--- src/rtl/bed_pkg.sv ---
// ----------------------------------------------------------------------------
// bed_pkg: shared types and constants for the 3x3 binary erode/dilate block
// Holds sizes, register indexes, the queue entry format and window helpers.
// ----------------------------------------------------------------------------
package bed_pkg;

	localparam int MAX_WIDTH  = 1024;
	localparam int MAX_HEIGHT = 4096;
	localparam int COL_W      = $clog2(MAX_WIDTH);
	localparam int ROW_W      = $clog2(MAX_HEIGHT);
	localparam int PIX_W      = 8;
	localparam int FW_W       = 11;
	localparam int FH_W       = 13;
	localparam int CFG_DATA_W = 13;
	localparam int CFG_ADDR_W = 2;

	localparam logic [CFG_ADDR_W-1:0] REG_FRAME_WIDTH  = 2'd0;
	localparam logic [CFG_ADDR_W-1:0] REG_FRAME_HEIGHT = 2'd1;
	localparam logic [CFG_ADDR_W-1:0] REG_MODE         = 2'd2;

	localparam logic [FW_W-1:0] FRAME_WIDTH_RST  = 11'd640;
	localparam logic [FH_W-1:0] FRAME_HEIGHT_RST = 13'd480;
	localparam logic [FW_W-1:0] FW_MAX           = FW_W'(MAX_WIDTH);
	localparam logic [FH_W-1:0] FH_MAX           = FH_W'(MAX_HEIGHT);

	localparam logic MODE_ERODE  = 1'b0;
	localparam logic MODE_DILATE = 1'b1;

	localparam logic [PIX_W-1:0] PIX_ON  = 8'hFF;
	localparam logic [PIX_W-1:0] PIX_OFF = 8'h00;

	// Result slots of one input, in emission order
	localparam logic [1:0] EMIT_UP_LEFT   = 2'd0;
	localparam logic [1:0] EMIT_UP_RIGHT  = 2'd1;
	localparam logic [1:0] EMIT_BOT_LEFT  = 2'd2;
	localparam logic [1:0] EMIT_BOT_RIGHT = 2'd3;

	localparam int QDEPTH = 4;
	localparam int Q_AW   = $clog2(QDEPTH);
	localparam int Q_CW   = $clog2(QDEPTH + 1);

	typedef struct packed {
		logic [FW_W-1:0] width;   // clamped to 1..MAX_WIDTH
		logic [FH_W-1:0] height;  // clamped to 1..MAX_HEIGHT
		logic            mode;
	} cfg_t;

	typedef struct packed {
		logic [8:0]       win;    // left column [8:6], centre [5:3], right [2:0]
		logic [ROW_W-1:0] row;
		logic [COL_W-1:0] col;
		logic [3:0]       emits;  // one bit per result slot
	} entry_t;

	// Rows of one window column; the bottom output row uses middle, bottom, bottom
	function automatic logic [2:0] pick_rows(input logic [2:0] col3, input logic bottom);
		logic [2:0] res;
		res = bottom ? {col3[2], col3[2], col3[1]} : col3;
		return res;
	endfunction

	function automatic logic window_hit(input logic [8:0] nine, input logic mode);
		logic res;
		res = (mode == MODE_DILATE) ? (|nine) : (&nine);
		return res;
	endfunction

endpackage

--- src/rtl/bed_front.sv ---
// ----------------------------------------------------------------------------
// bed_front: pixel intake, line flag memory and window shift
// Turns each pixel into a flag, builds the 3x3 window and, if results are due, queues a job entry.
// ----------------------------------------------------------------------------
module bed_front (
	input  logic                        clk,
	input  logic                        arst_n,
	input  bed_pkg::cfg_t               cfg,
	input  logic                        s_tvalid,
	output logic                        s_tready,
	input  logic [bed_pkg::PIX_W-1:0]   s_tdata,
	output logic                        push,
	output bed_pkg::entry_t             push_data,
	input  logic                        full
);

	logic [1:0] line_mem [bed_pkg::MAX_WIDTH];

	logic [bed_pkg::ROW_W-1:0] row_q;
	logic [bed_pkg::COL_W-1:0] col_q;
	logic [8:0]                win_q;

	logic                      valid_s1;
	logic                      flag_s1;
	logic [1:0]                rd_s1;     // [1] older line, [0] newer line
	logic [bed_pkg::ROW_W-1:0] row_s1;
	logic [bed_pkg::COL_W-1:0] col_s1;
	logic                      last_col_s1;
	logic                      last_row_s1;

	logic                      accept;
	logic                      adv;
	logic                      flag_in;
	logic                      last_col;
	logic                      last_row;
	logic                      mid;
	logic                      top;
	logic [2:0]                vcol;
	logic [8:0]                win_next;
	logic [3:0]                emits;
	logic                      bypass;

	assign accept   = s_tvalid && s_tready;
	assign flag_in  = (cfg.mode == bed_pkg::MODE_DILATE) ? (s_tdata != bed_pkg::PIX_OFF)
	                                                     : (s_tdata == bed_pkg::PIX_ON);
	assign last_col = ({1'b0, col_q} + bed_pkg::FW_W'(1)) >= cfg.width;
	assign last_row = ({1'b0, row_q} + bed_pkg::FH_W'(1)) >= cfg.height;

	always_comb begin
		mid      = (row_s1 >= bed_pkg::ROW_W'(1)) ? rd_s1[0] : flag_s1;
		top      = (row_s1 >= bed_pkg::ROW_W'(2)) ? rd_s1[1] : mid;
		vcol     = {flag_s1, mid, top};
		win_next = (col_s1 == '0) ? {vcol, vcol, vcol} : {win_q[5:0], vcol};
		emits[bed_pkg::EMIT_UP_LEFT]   = (row_s1 != '0) && (col_s1 != '0);
		emits[bed_pkg::EMIT_UP_RIGHT]  = (row_s1 != '0) && last_col_s1;
		emits[bed_pkg::EMIT_BOT_LEFT]  = last_row_s1 && (col_s1 != '0);
		emits[bed_pkg::EMIT_BOT_RIGHT] = last_row_s1 && last_col_s1;
	end

	// Advance when there is nothing to queue or the queue has room
	assign adv      = valid_s1 && ((emits == '0) || !full);
	assign push     = adv && (emits != '0);
	assign s_tready = !valid_s1 || adv;
	assign bypass   = adv && (col_s1 == col_q);

	assign push_data.win   = win_next;
	assign push_data.row   = row_s1;
	assign push_data.col   = col_s1;
	assign push_data.emits = emits;

	always_ff @(posedge clk or negedge arst_n) begin
		if (!arst_n) begin
			row_q    <= '0;
			col_q    <= '0;
			win_q    <= '0;
			valid_s1 <= 1'b0;
		end else begin
			if (adv)
				win_q <= win_next;
			if (accept) begin
				valid_s1 <= 1'b1;
				if (last_col) begin
					col_q <= '0;
					row_q <= last_row ? '0 : row_q + bed_pkg::ROW_W'(1);
				end else begin
					col_q <= col_q + bed_pkg::COL_W'(1);
				end
			end else if (adv) begin
				valid_s1 <= 1'b0;
			end
		end
	end

	always_ff @(posedge clk) begin
		if (accept) begin
			flag_s1     <= flag_in;
			row_s1      <= row_q;
			col_s1      <= col_q;
			last_col_s1 <= last_col;
			last_row_s1 <= last_row;
			rd_s1       <= bypass ? {rd_s1[0], flag_s1} : line_mem[col_q];
		end
	end

	// Shift the column: newer line moves to older, the new flag becomes newer
	always_ff @(posedge clk) begin
		if (adv)
			line_mem[col_s1] <= {rd_s1[0], flag_s1};
	end

endmodule

--- src/rtl/bed_fifo.sv ---
// ----------------------------------------------------------------------------
// bed_fifo: short job queue between the front and back parts
// ----------------------------------------------------------------------------
module bed_fifo (
	input  logic            clk,
	input  logic            arst_n,
	input  logic            push,
	input  bed_pkg::entry_t push_data,
	output logic            full,
	input  logic            pop,
	output bed_pkg::entry_t pop_data,
	output logic            empty
);

	bed_pkg::entry_t          slot_q [bed_pkg::QDEPTH];
	logic [bed_pkg::Q_AW-1:0] wr_q;
	logic [bed_pkg::Q_AW-1:0] rd_q;
	logic [bed_pkg::Q_CW-1:0] cnt_q;

	assign full     = (cnt_q == bed_pkg::Q_CW'(bed_pkg::QDEPTH));
	assign empty    = (cnt_q == '0);
	assign pop_data = slot_q[rd_q];

	always_ff @(posedge clk or negedge arst_n) begin
		if (!arst_n) begin
			wr_q  <= '0;
			rd_q  <= '0;
			cnt_q <= '0;
		end else begin
			if (push)
				wr_q <= wr_q + bed_pkg::Q_AW'(1);
			if (pop)
				rd_q <= rd_q + bed_pkg::Q_AW'(1);
			if (push && !pop)
				cnt_q <= cnt_q + bed_pkg::Q_CW'(1);
			else if (pop && !push)
				cnt_q <= cnt_q - bed_pkg::Q_CW'(1);
		end
	end

	always_ff @(posedge clk) begin
		if (push)
			slot_q[wr_q] <= push_data;
	end

endmodule

--- src/rtl/bed_back.sv ---
// ----------------------------------------------------------------------------
// bed_back: result expansion
// Walks the pending result slots of one job and fills the output register.
// ----------------------------------------------------------------------------
module bed_back (
	input  logic            clk,
	input  logic            arst_n,
	input  logic            mode,
	input  bed_pkg::entry_t pop_data,
	input  logic            empty,
	output logic            pop,
	output logic            m_tvalid,
	input  logic            m_tready,
	output logic [31:0]     m_tdata,
	output logic            m_tlast,
	output logic            m_tuser
);

	bed_pkg::entry_t           cur_q;
	logic [3:0]                pend_q;
	logic                      m_tvalid_q;
	logic [bed_pkg::PIX_W-1:0] pix_q;
	logic [bed_pkg::ROW_W-1:0] orow_q;
	logic [bed_pkg::COL_W-1:0] ocol_q;
	logic                      last_q;
	logic                      eof_q;

	logic [1:0]                sel;
	logic [3:0]                clr;
	logic [3:0]                pend_next;
	logic [2:0]                lc, cc, rc;
	logic                      bottom;
	logic [8:0]                nine;
	logic [bed_pkg::ROW_W-1:0] orow;
	logic [bed_pkg::COL_W-1:0] ocol;
	logic                      emit;
	logic                      out_free;

	always_comb begin
		if (pend_q[bed_pkg::EMIT_UP_LEFT])
			sel = bed_pkg::EMIT_UP_LEFT;
		else if (pend_q[bed_pkg::EMIT_UP_RIGHT])
			sel = bed_pkg::EMIT_UP_RIGHT;
		else if (pend_q[bed_pkg::EMIT_BOT_LEFT])
			sel = bed_pkg::EMIT_BOT_LEFT;
		else
			sel = bed_pkg::EMIT_BOT_RIGHT;
		clr       = 4'b0001 << sel;
		pend_next = pend_q & ~clr;
		// Right-hand slots replicate the right column as the edge
		lc        = sel[0] ? cur_q.win[5:3] : cur_q.win[8:6];
		cc        = sel[0] ? cur_q.win[2:0] : cur_q.win[5:3];
		rc        = cur_q.win[2:0];
		bottom    = sel[1];
		nine      = {bed_pkg::pick_rows(rc, bottom), bed_pkg::pick_rows(cc, bottom),
		             bed_pkg::pick_rows(lc, bottom)};
		orow      = bottom ? cur_q.row : cur_q.row - bed_pkg::ROW_W'(1);
		ocol      = sel[0] ? cur_q.col : cur_q.col - bed_pkg::COL_W'(1);
	end

	assign out_free = !m_tvalid_q || m_tready;
	assign emit     = (pend_q != '0) && out_free;
	assign pop      = !empty && ((pend_q == '0) || (emit && (pend_next == '0)));

	always_ff @(posedge clk or negedge arst_n) begin
		if (!arst_n) begin
			pend_q     <= '0;
			m_tvalid_q <= 1'b0;
		end else begin
			if (pop)
				pend_q <= pop_data.emits;
			else if (emit)
				pend_q <= pend_next;
			if (emit)
				m_tvalid_q <= 1'b1;
			else if (m_tready)
				m_tvalid_q <= 1'b0;
		end
	end

	always_ff @(posedge clk) begin
		if (pop)
			cur_q <= pop_data;
		if (emit) begin
			pix_q  <= bed_pkg::window_hit(nine, mode) ? bed_pkg::PIX_ON : bed_pkg::PIX_OFF;
			orow_q <= orow;
			ocol_q <= ocol;
			last_q <= (pend_next == '0);
			eof_q  <= (sel == bed_pkg::EMIT_BOT_RIGHT);
		end
	end

	assign m_tvalid = m_tvalid_q;
	assign m_tdata  = {2'b00, ocol_q, orow_q, pix_q};
	assign m_tlast  = last_q;
	assign m_tuser  = eof_q;

endmodule

--- src/rtl/binary_erode_dilate_3x3.sv ---
// ----------------------------------------------------------------------------
// binary_erode_dilate_3x3: 3x3 binary erosion / dilation on a pixel stream
// Throughput: one pixel per cycle while each pixel causes at most one result and
//   m_tready holds; the back part emits one result per cycle unless m_tready is
//   low, and a pixel causing n results (up to 4 at the bottom-right corner) keeps
//   it busy until all n have been emitted.
// Reset: arst_n clears counters, window, queue and handshake state at once;
//   the line flag memory is not cleared and needs no clearing pass.
// ----------------------------------------------------------------------------
module binary_erode_dilate_3x3 (
	input  logic                             clk,
	input  logic                             arst_n,
	// configuration write port
	input  logic                             cfg_we,
	input  logic [bed_pkg::CFG_ADDR_W-1:0]   cfg_addr,
	input  logic [bed_pkg::CFG_DATA_W-1:0]   cfg_wdata,
	// pixel input
	input  logic                             s_tvalid,
	output logic                             s_tready,
	input  logic [7:0]                       s_tdata,   // [7:0] pixel
	// result output
	output logic                             m_tvalid,
	input  logic                             m_tready,
	output logic [31:0]                      m_tdata,   // [7:0] out_pixel, [19:8] out_row,
	                                                    // [29:20] out_col, [31:30] zero
	output logic                             m_tlast,   // last_of_run
	output logic                             m_tuser    // [0] end_of_frame
);

	logic [bed_pkg::FW_W-1:0] frame_width_q;
	logic [bed_pkg::FH_W-1:0] frame_height_q;
	logic                     mode_q;

	bed_pkg::cfg_t            cfg;
	bed_pkg::entry_t          push_data;
	bed_pkg::entry_t          pop_data;
	logic                     push;
	logic                     pop;
	logic                     full;
	logic                     empty;

	// Register writes; an index beyond the list is dropped
	always_ff @(posedge clk or negedge arst_n) begin
		if (!arst_n) begin
			frame_width_q  <= bed_pkg::FRAME_WIDTH_RST;
			frame_height_q <= bed_pkg::FRAME_HEIGHT_RST;
			mode_q         <= bed_pkg::MODE_ERODE;
		end else if (cfg_we) begin
			unique case (cfg_addr)
				bed_pkg::REG_FRAME_WIDTH:  frame_width_q  <= cfg_wdata[bed_pkg::FW_W-1:0];
				bed_pkg::REG_FRAME_HEIGHT: frame_height_q <= cfg_wdata;
				bed_pkg::REG_MODE:         mode_q         <= cfg_wdata[0];
				default: ;
			endcase
		end
	end

	// Clamp sizes: zero acts as one, oversize saturates at the maximum
	always_comb begin
		if (frame_width_q == '0)
			cfg.width = bed_pkg::FW_W'(1);
		else if (frame_width_q > bed_pkg::FW_MAX)
			cfg.width = bed_pkg::FW_MAX;
		else
			cfg.width = frame_width_q;
		if (frame_height_q == '0)
			cfg.height = bed_pkg::FH_W'(1);
		else if (frame_height_q > bed_pkg::FH_MAX)
			cfg.height = bed_pkg::FH_MAX;
		else
			cfg.height = frame_height_q;
		cfg.mode = mode_q;
	end

	// Front: take pixels, keep line flags, form windows, queue jobs
	bed_front u_front (
		.clk       (clk),
		.arst_n    (arst_n),
		.cfg       (cfg),
		.s_tvalid  (s_tvalid),
		.s_tready  (s_tready),
		.s_tdata   (s_tdata),
		.push      (push),
		.push_data (push_data),
		.full      (full)
	);

	// Queue: lets the front keep taking pixels while results drain
	bed_fifo u_fifo (
		.clk       (clk),
		.arst_n    (arst_n),
		.push      (push),
		.push_data (push_data),
		.full      (full),
		.pop       (pop),
		.pop_data  (pop_data),
		.empty     (empty)
	);

	// Back: expand each job into its results, one beat per cycle while m_tready allows
	bed_back u_back (
		.clk      (clk),
		.arst_n   (arst_n),
		.mode     (mode_q),
		.pop_data (pop_data),
		.empty    (empty),
		.pop      (pop),
		.m_tvalid (m_tvalid),
		.m_tready (m_tready),
		.m_tdata  (m_tdata),
		.m_tlast  (m_tlast),
		.m_tuser  (m_tuser)
	);

	// Frame end always closes the run of its pixel
	a_eof_last: assert property (@(posedge clk) disable iff (!arst_n)
		m_tvalid && m_tuser |-> m_tlast)
		else $error("end_of_frame beat without last_of_run");

	// Results are binary
	a_binary: assert property (@(posedge clk) disable iff (!arst_n)
		m_tvalid |-> (m_tdata[7:0] == bed_pkg::PIX_ON) || (m_tdata[7:0] == bed_pkg::PIX_OFF))
		else $error("result pixel not 0 or 255");

	// The frame's final result sits in the last column
	a_eof_col: assert property (@(posedge clk) disable iff (!arst_n)
		m_tvalid && m_tuser |-> ({1'b0, m_tdata[29:20]} == cfg.width - bed_pkg::FW_W'(1)))
		else $error("end_of_frame beat off the last column");

endmodule

--- config.mk ---
export PLATFORM = sky130hd
export DESIGN_NAME = binary_erode_dilate_3x3
export DESIGN_NICKNAME = d
export VERILOG_FILES = /design/src/rtl/bed_pkg.sv /design/src/rtl/bed_front.sv /design/src/rtl/bed_fifo.sv /design/src/rtl/bed_back.sv /design/src/rtl/binary_erode_dilate_3x3.sv
export SDC_FILE = /design/constraint.sdc
export NUM_CORES = 2
export LEC_CHECK = 0
export BUFFER_PORTS_ARGS = -buffer_cell sky130_fd_sc_hd__buf_2
export CAP_MARGIN = 20
export CORE_MARGIN = 5
export CORE_UTILIZATION = 59
export CTS_BUF_LIST = sky130_fd_sc_hd__clkbuf_4 sky130_fd_sc_hd__clkbuf_8
export DETAILED_ROUTE_END_ITERATION = 8
export PLACE_DENSITY_LB_ADDON = 0.08
export SLEW_MARGIN = 5
export SYNTH_ARGS = -nofsm -noshare
export SYNTH_HDL_FRONTEND = slang
export SYNTH_SLANG_ARGS = --single-unit
--- constraint.sdc ---
create_clock -name clk -period 29.3 [get_ports clk]
set_input_delay 2.93 -clock clk [delete_from_list [all_inputs] [get_ports clk]]
set_output_delay 2.93 -clock clk [all_outputs]
set_load 0.01 [all_outputs]
## Word-level counts from Yosys, hierarchy flattened

Memories as Yosys holds them, arrays and structs flattened. A register that Yosys moved wholly into a read port is not among the register bits.
Index checks and enable logic that the tools add are counted.
W data, S select, Z words.

| operators by class | value |
|---|---|
| add/sub/neg operators | 10 |
| $lt $le $gt $ge | 6 |
| equality and inequality tests | 5 |
| shift operators | 1 |
| multiplexer cells | 34 |
| bitwise logic cells | 2 |
| reductions and logical operators | 45 |

Operator list:

| kind | count |
|---|---|
| $mux W13 | 2 |
| $mux W12 | 2 |
| $mux W11 | 2 |
| $mux W10 | 2 |
| $add A12 B1 Y13 const B | 1 |
| $ge A13 B13 Y1 | 1 |
| $gt A13 B13 Y1 const B | 1 |
| $logic_not A13 Y1 | 1 |
| $mux W1 | 13 |
| $add A12 B1 Y12 const B | 1 |
| $ge A12 B1 Y1 const B | 1 |
| $ge A12 B2 Y1 const B | 1 |
| $logic_and A1 B1 Y1 | 12 |
| $logic_not A4 Y1 | 3 |
| $mux W3 | 4 |
| $reduce_bool A12 Y1 | 1 |
| $sub A12 B1 Y12 const B | 1 |
| $add A10 B1 Y11 const B | 1 |
| $ge A11 B11 Y1 | 1 |
| $gt A11 B11 Y1 const B | 1 |
| $logic_not A11 Y1 | 1 |
| $add A10 B1 Y10 const B | 1 |
| $logic_not A10 Y1 | 1 |
| $mux W2 | 5 |
| 25 further kinds | 43 |

| word-level totals | value |
|---|---|
| register bits after elaboration | 154 |
| memory bits (writable) | 2188 |
| input bits | 28 |
| word-level logic and storage cells | 130 |
| memories kept | 2 |

Memories:

| name | depth | width | read ports | clocked after memory_dff | write ports | RTL line | RTL |
|---|---|---|---|---|---|---|---|
| u_front.line_mem | 1024 | 2 | 1 | 1 | 1 | bed_front.sv:17 | `logic [1:0] line_mem [bed_pkg::MAX_WIDTH];` |
| u_fifo.slot_q | 4 | 35 | 1 | 0 | 1 | bed_fifo.sv:15 | `bed_pkg::entry_t slot_q [bed_pkg::QDEPTH];` |

## Longest topological paths before layout

| depth | value |
|---|---|
| word-level depth | 13 |
| gate-level depth with buffers | 20 |
| gate-level depth less buffers | 16 |

## By module

From an unflattened synthesis, not the netlist that was laid out.

| second synthesis, totals | value |
|---|---|
| cells, all modules | 5452 |
| area total of the unflattened synthesis | 95890.7 µm² |

By module, submodules not included:

| module | times used | cells each | area an instance (µm²) |
|---|---|---|---|
| bed_front | 1 | 4964 | 86559.3 |
| bed_fifo | 1 | 217 | 5500.3 |
| bed_back | 1 | 182 | 2607.5 |
| binary_erode_dilate_3x3 | 1 | 89 | 1223.7 |

## Worst setup path before layout

Ideal clock, no wire load.

| timing path | value |
|---|---|
| kind | register to register |
| start | reg u_front.flag_s1 |
| end | mem u_fifo.slot_q[0][28] (netlist name), data pin |
| setup time | 2.691 ns |
| arrival time | 12.116 ns |
| required time | 26.609 ns |
| slack | 14.492 ns |
| cell stages (with the launch flop) | 1 |
| path buffers | 0 |
| cell sequence | edfxtp_1 |

| between the ends | value |
|---|---|
| cells in the longest elaborated chain, start to end | 1 |

RTL lines:

| item | RTL line | RTL |
|---|---|---|
| from (decl) | bed_front.sv:24 | `logic flag_s1;` |
| from (signal assigned) | bed_front.sv:96 | `flag_s1 <= flag_in;` |
| $mux W9 | bed_front.sv:53 | `win_next = (col_s1 == '0) ? {vcol, vcol, vcol} : {win_q[5:0], vcol};` |
| to (decl) | bed_fifo.sv:15 |  |

No other way between the ends.

## Worst setup path in the final report

| timing path | value |
|---|---|
| start | reg u_front.col_s1[5] (netlist name) |
| end | out s_tready |

| between the ends | value |
|---|---|
| cells in the longest elaborated chain, start to end | 6 |
| elaborated cells on any way between the ends | 7 |
| those cells by class | 7 x reduce/logical |

RTL lines:

| item | RTL line | RTL |
|---|---|---|
| from (decl) | bed_front.sv:27 | `logic [bed_pkg::COL_W-1:0] col_s1;` |
| from (signal assigned) | bed_front.sv:98 | `col_s1 <= col_q;` |
| $reduce_bool A10 Y1 * | bed_front.sv:54, bed_front.sv:56 |  |
| $logic_and A1 B1 Y1, on equally long branches | bed_front.sv:54, bed_front.sv:56 |  |
| $logic_not A4 Y1 * | bed_front.sv:61 | `assign adv = valid_s1 && ((emits == '0) \|\| !full);` |
| $logic_or A1 B1 Y1 * | bed_front.sv:61 |  |
| $logic_and A1 B1 Y1 * | bed_front.sv:61 |  |
| $logic_or A1 B1 Y1 * | bed_front.sv:63 | `assign s_tready = !valid_s1 \|\| adv;` |
| to (decl) | binary_erode_dilate_3x3.sv:19 | `output logic s_tready,` |

Every way passes the cells marked *; elsewhere a longest branch is shown, timed or not.

==> results by group <==
Finish
  – Area growth, synth to finish: 10.08%
  – Finished Cell Area: 105000 µm²
  – # fillers: 11330
  – Most frequent cells in the layout: 2271 x edfxtp_1, 1126 x nor2_1, 538 x mux4_2
  – Commonest non-fill, non-tap cell in the layout: edfxtp_1
  – Multi-input logic area: 23590 µm²
  – Layout Nets: 5742
  – Share of cells above drive strength 1: 24.44%
  – Seq. cell area: 69870 µm²

Synth
  – EDFF count, synth: 2271
  – Sequential-to-total area share from yosys stat: 73.20%
  – Cell count after synthesis: 5494
  – Asr flop ratio synth: 2.824%
  – Synth Area in Simple Gates: 6.902%
  – Compound-Gate Fraction of Synth Area: 2.595%
  – Count of different cell masters after synthesis: 78
  – Largest area contributor in the netlist: edfxtp_1
  – Post-synth top flop: edfxtp_1
  – Area contributors post-synth: edfxtp_1 71%, mux4_2 13%, nor2_1 4.4%
  – #FFs+latches synth: 2337
  – Syn_area_per_cell: 17.37 µm²
  – Synth Area in XOR/XNOR: 0.4589%
  – Post-Synth Adder-Cell Area: 0.4641%
  – Cell Area, Synth: 95430 µm²
  – Top-area cell type share of the netlist area: 71.46%
  – Multiplexer area fraction after synthesis: 14.14%
  – Synth warn: 0
  – Largest family of logic cells by synthesized area: multiplexers

STA
  – RSZ-0062 raised after global routing: no
  – Post-route clock skew: 0.07039 ns
  – Slew margin rel.: 14.46%
  – Tmin final: 6.759 ns
  – Final WS setup: 22.54 ns
  – Fmax: 148.0 MHz
  – Tightest Pin Transition: 1.283 ns
  – Pins over their slew limit: 0
  – Tcrit/Tclk final: 23.07%
  – Final Hold Viols: 0
  – Setup violations, final: 0
  – Setup TNS: 0 ns

Setup path
  – CP Class: reg -> out
  – Crit. End Element: output port
  – Critical path required time: 26.37 ns
  – Worst-path maximum fanout: 13
  – Startpoint Class: flop
  – CP Data Arrival Time: 3.83 ns

GRT
  – Largest net degree at the start of global routing: 262
  – Vias in the first global route: 53560
  – First-pass GRT wire length: 377900 µm
  – Gr ovfl total: 0
  – All-Layer GR Usage: 31.44%
  – Initial antenna violation count: 12

Floorplanning
  – Initial Utilization: 59.36%
  – Cell Rows: 147
  – Die boundary height: 412.2 µm
  – Ports: 64
  – Core footprint: 160800 µm²
  – Die W: 412.2 µm
  – Die area: 169900 µm²

Place
  – Gpl congestion: 0.8643
  – Number of port buffers: 61
  – Area after DPL: 97930 µm²
  – Place WS: 22.89 ns
  – Final HPWL DP: 144800 µm

CTS
  – Worst skew pair latency: 1.06 ns
  – Clk sinks: 2337
  – CTS Root Cell: clkbuf_8
  – Post-CTS resize count: 0
  – Setup Buffers After CTS: 0
  – Longest Clk Path Bufs: 4
  – H-Tree Depth: 5
  – Hold Buf Count CTS: 0
  – Clock Pin Slew Worst Setup and Hold Paths: 0.06 ns
  – TritonCTS clock tree: yes
  – Number of CTS-inserted buffers: 381

Hold path
  – Hold Crit Class: reg -> reg

Drt
  – Residual DRC: 0
  – Iteration-0 DRC Markers: 8059
  – Pre-Repair DR Iteration Count: 9
  – DRT Wirelength: 264900 µm
  – Routed wire per std cell: 32.68 µm
  – Vias: 53830
  – Vias/cell: 6.641
  – Routed Antenna Nets: 0

Run
  – Max Cap Viol: 0

Status
  – Run status: finished clean

Power and ir drop
  – Leakage: 32.74 nW
  – Worst VDD drop: 0.09525 mV
  – Pwr dens: 90.74 nW/µm²
-- cell usage after synthesis, types with 44 or more instances --
cell type	number
nor2_1	1128
mux2i_1	69
nand2_1	246
buf_2	87
dfrtp_1	60
mux2_2	49
a22oi_1	75
o21ai_0	58
clkbuf_1	241
mux4_2	538
o22ai_1	50
a21oi_1	44
edfxtp_1	2271
buf_4	45
-- registers in the layout, summed over array words and instances, names as in the netlist, 2 cells and up --
signal,count
u_fifo.cnt_q,3
u_fifo.rd_q,2
u_back.orow_q,12
u_fifo.slot_q,140
u_front.line_mem,2048
u_back.cur_q,31
u_fifo.wr_q,2
u_back.pend_q,4
u_back.ocol_q,10
u_front.win_q,6
u_front.row_s1,12
u_front.rd_s1,2
u_front.col_q,10
frame_width_q,11
frame_height_q,13
u_front.col_s1,10
u_front.row_q,12
-- power breakdown --
| group | leakage [nW] | internal [mW] | switching, mW |
|---|---|---|---|
| combinational | 7.65 | 0.960 | 1.59 |
| sequential | 21.3 | 4.15 | 0.134 |
| clock | 3.77 | 1.44 | 1.26 |
-- critical path, stage by stage (launching register included) --
cell      delay (ns)
edfxtp_1        0.58
nor3_2          0.90
nand4_2         0.50
o221ai_1        0.48
or2_2           0.20
buf_2           0.13
-- per-layer routing --
layer / wire [µm] / part of all wire [%] / global-route usage [%] / up-vias
met5: 94 / 0.035 / 0 / -
met4: 11130 / 4.2 / 12.15 / 5
met3: 33050 / 12 / 7.846 / 637
met2: 122700 / 46 / 47.85 / 3607
met1: 97990 / 37 / 44.73 / 27740
li1: - / - / - / 21840
-- area by class of cell --
class | instances | share of cell area [%]
clock buffers | 502 | 5.928
inverters | 28 | 0.1024
clock inverters | 143 | 0.7897
flip-flops and latches | 2337 | 66.52
multi-input cells | 2715 | 22.46
diodes | 4 | 0.009529
well taps | 2160 | 2.573
repair buffers | 217 | 1.626
-- through the flow --
stage          total power, mW  hold WS [ns]  utilization (%)  std cells
2_1_floorplan            6.323        0.4231                -       5495
3_3_place_gp             6.853        0.4851            60.83       7446
3_5_place_dp             6.881        0.4851            60.92       7452
4_1_cts                  9.550        0.4974            65.31       8097
5_1_grt                  9.877        0.5008            65.35       8105
6_report                 9.532        0.4930            65.35       8106
-- logic make-up after synthesis --
| family | count (synthesis) |
|---|---|
| simple gates | 1607 |
| other cells | 1 |
| mux | 661 |
| buf+inv | 443 |
| xor+xnor | 50 |
| flops | 2337 |
| compound gates | 360 |
| fa+ha+maj | 35 |
-- worst paths after layout --
| kind | from | endpoint | slack, ns | cells past startpoint |
|---|---|---|---|---|
| min in group asynchronous | arst_n | u_fifo.wr_q[1] | 1.73 | 1 |
| worst min-delay path | u_fifo.cnt_q[2] | u_fifo.cnt_q[2] | 0.49 | 1 |
| worst max register to register | u_front.col_q[0] | u_front.rd_s1[0] | 22.99 | 12 |
| max in group asynchronous | arst_n | u_front.col_q[3] | 26.38 | 2 |
| worst max-delay path | u_front.col_s1[5] | s_tready | 22.54 | 5 |
| worst min register to register | u_fifo.cnt_q[2] | u_fifo.cnt_q[2] | 0.49 | 1 |
No activity file was read; power rests on OpenSTA's default activity.
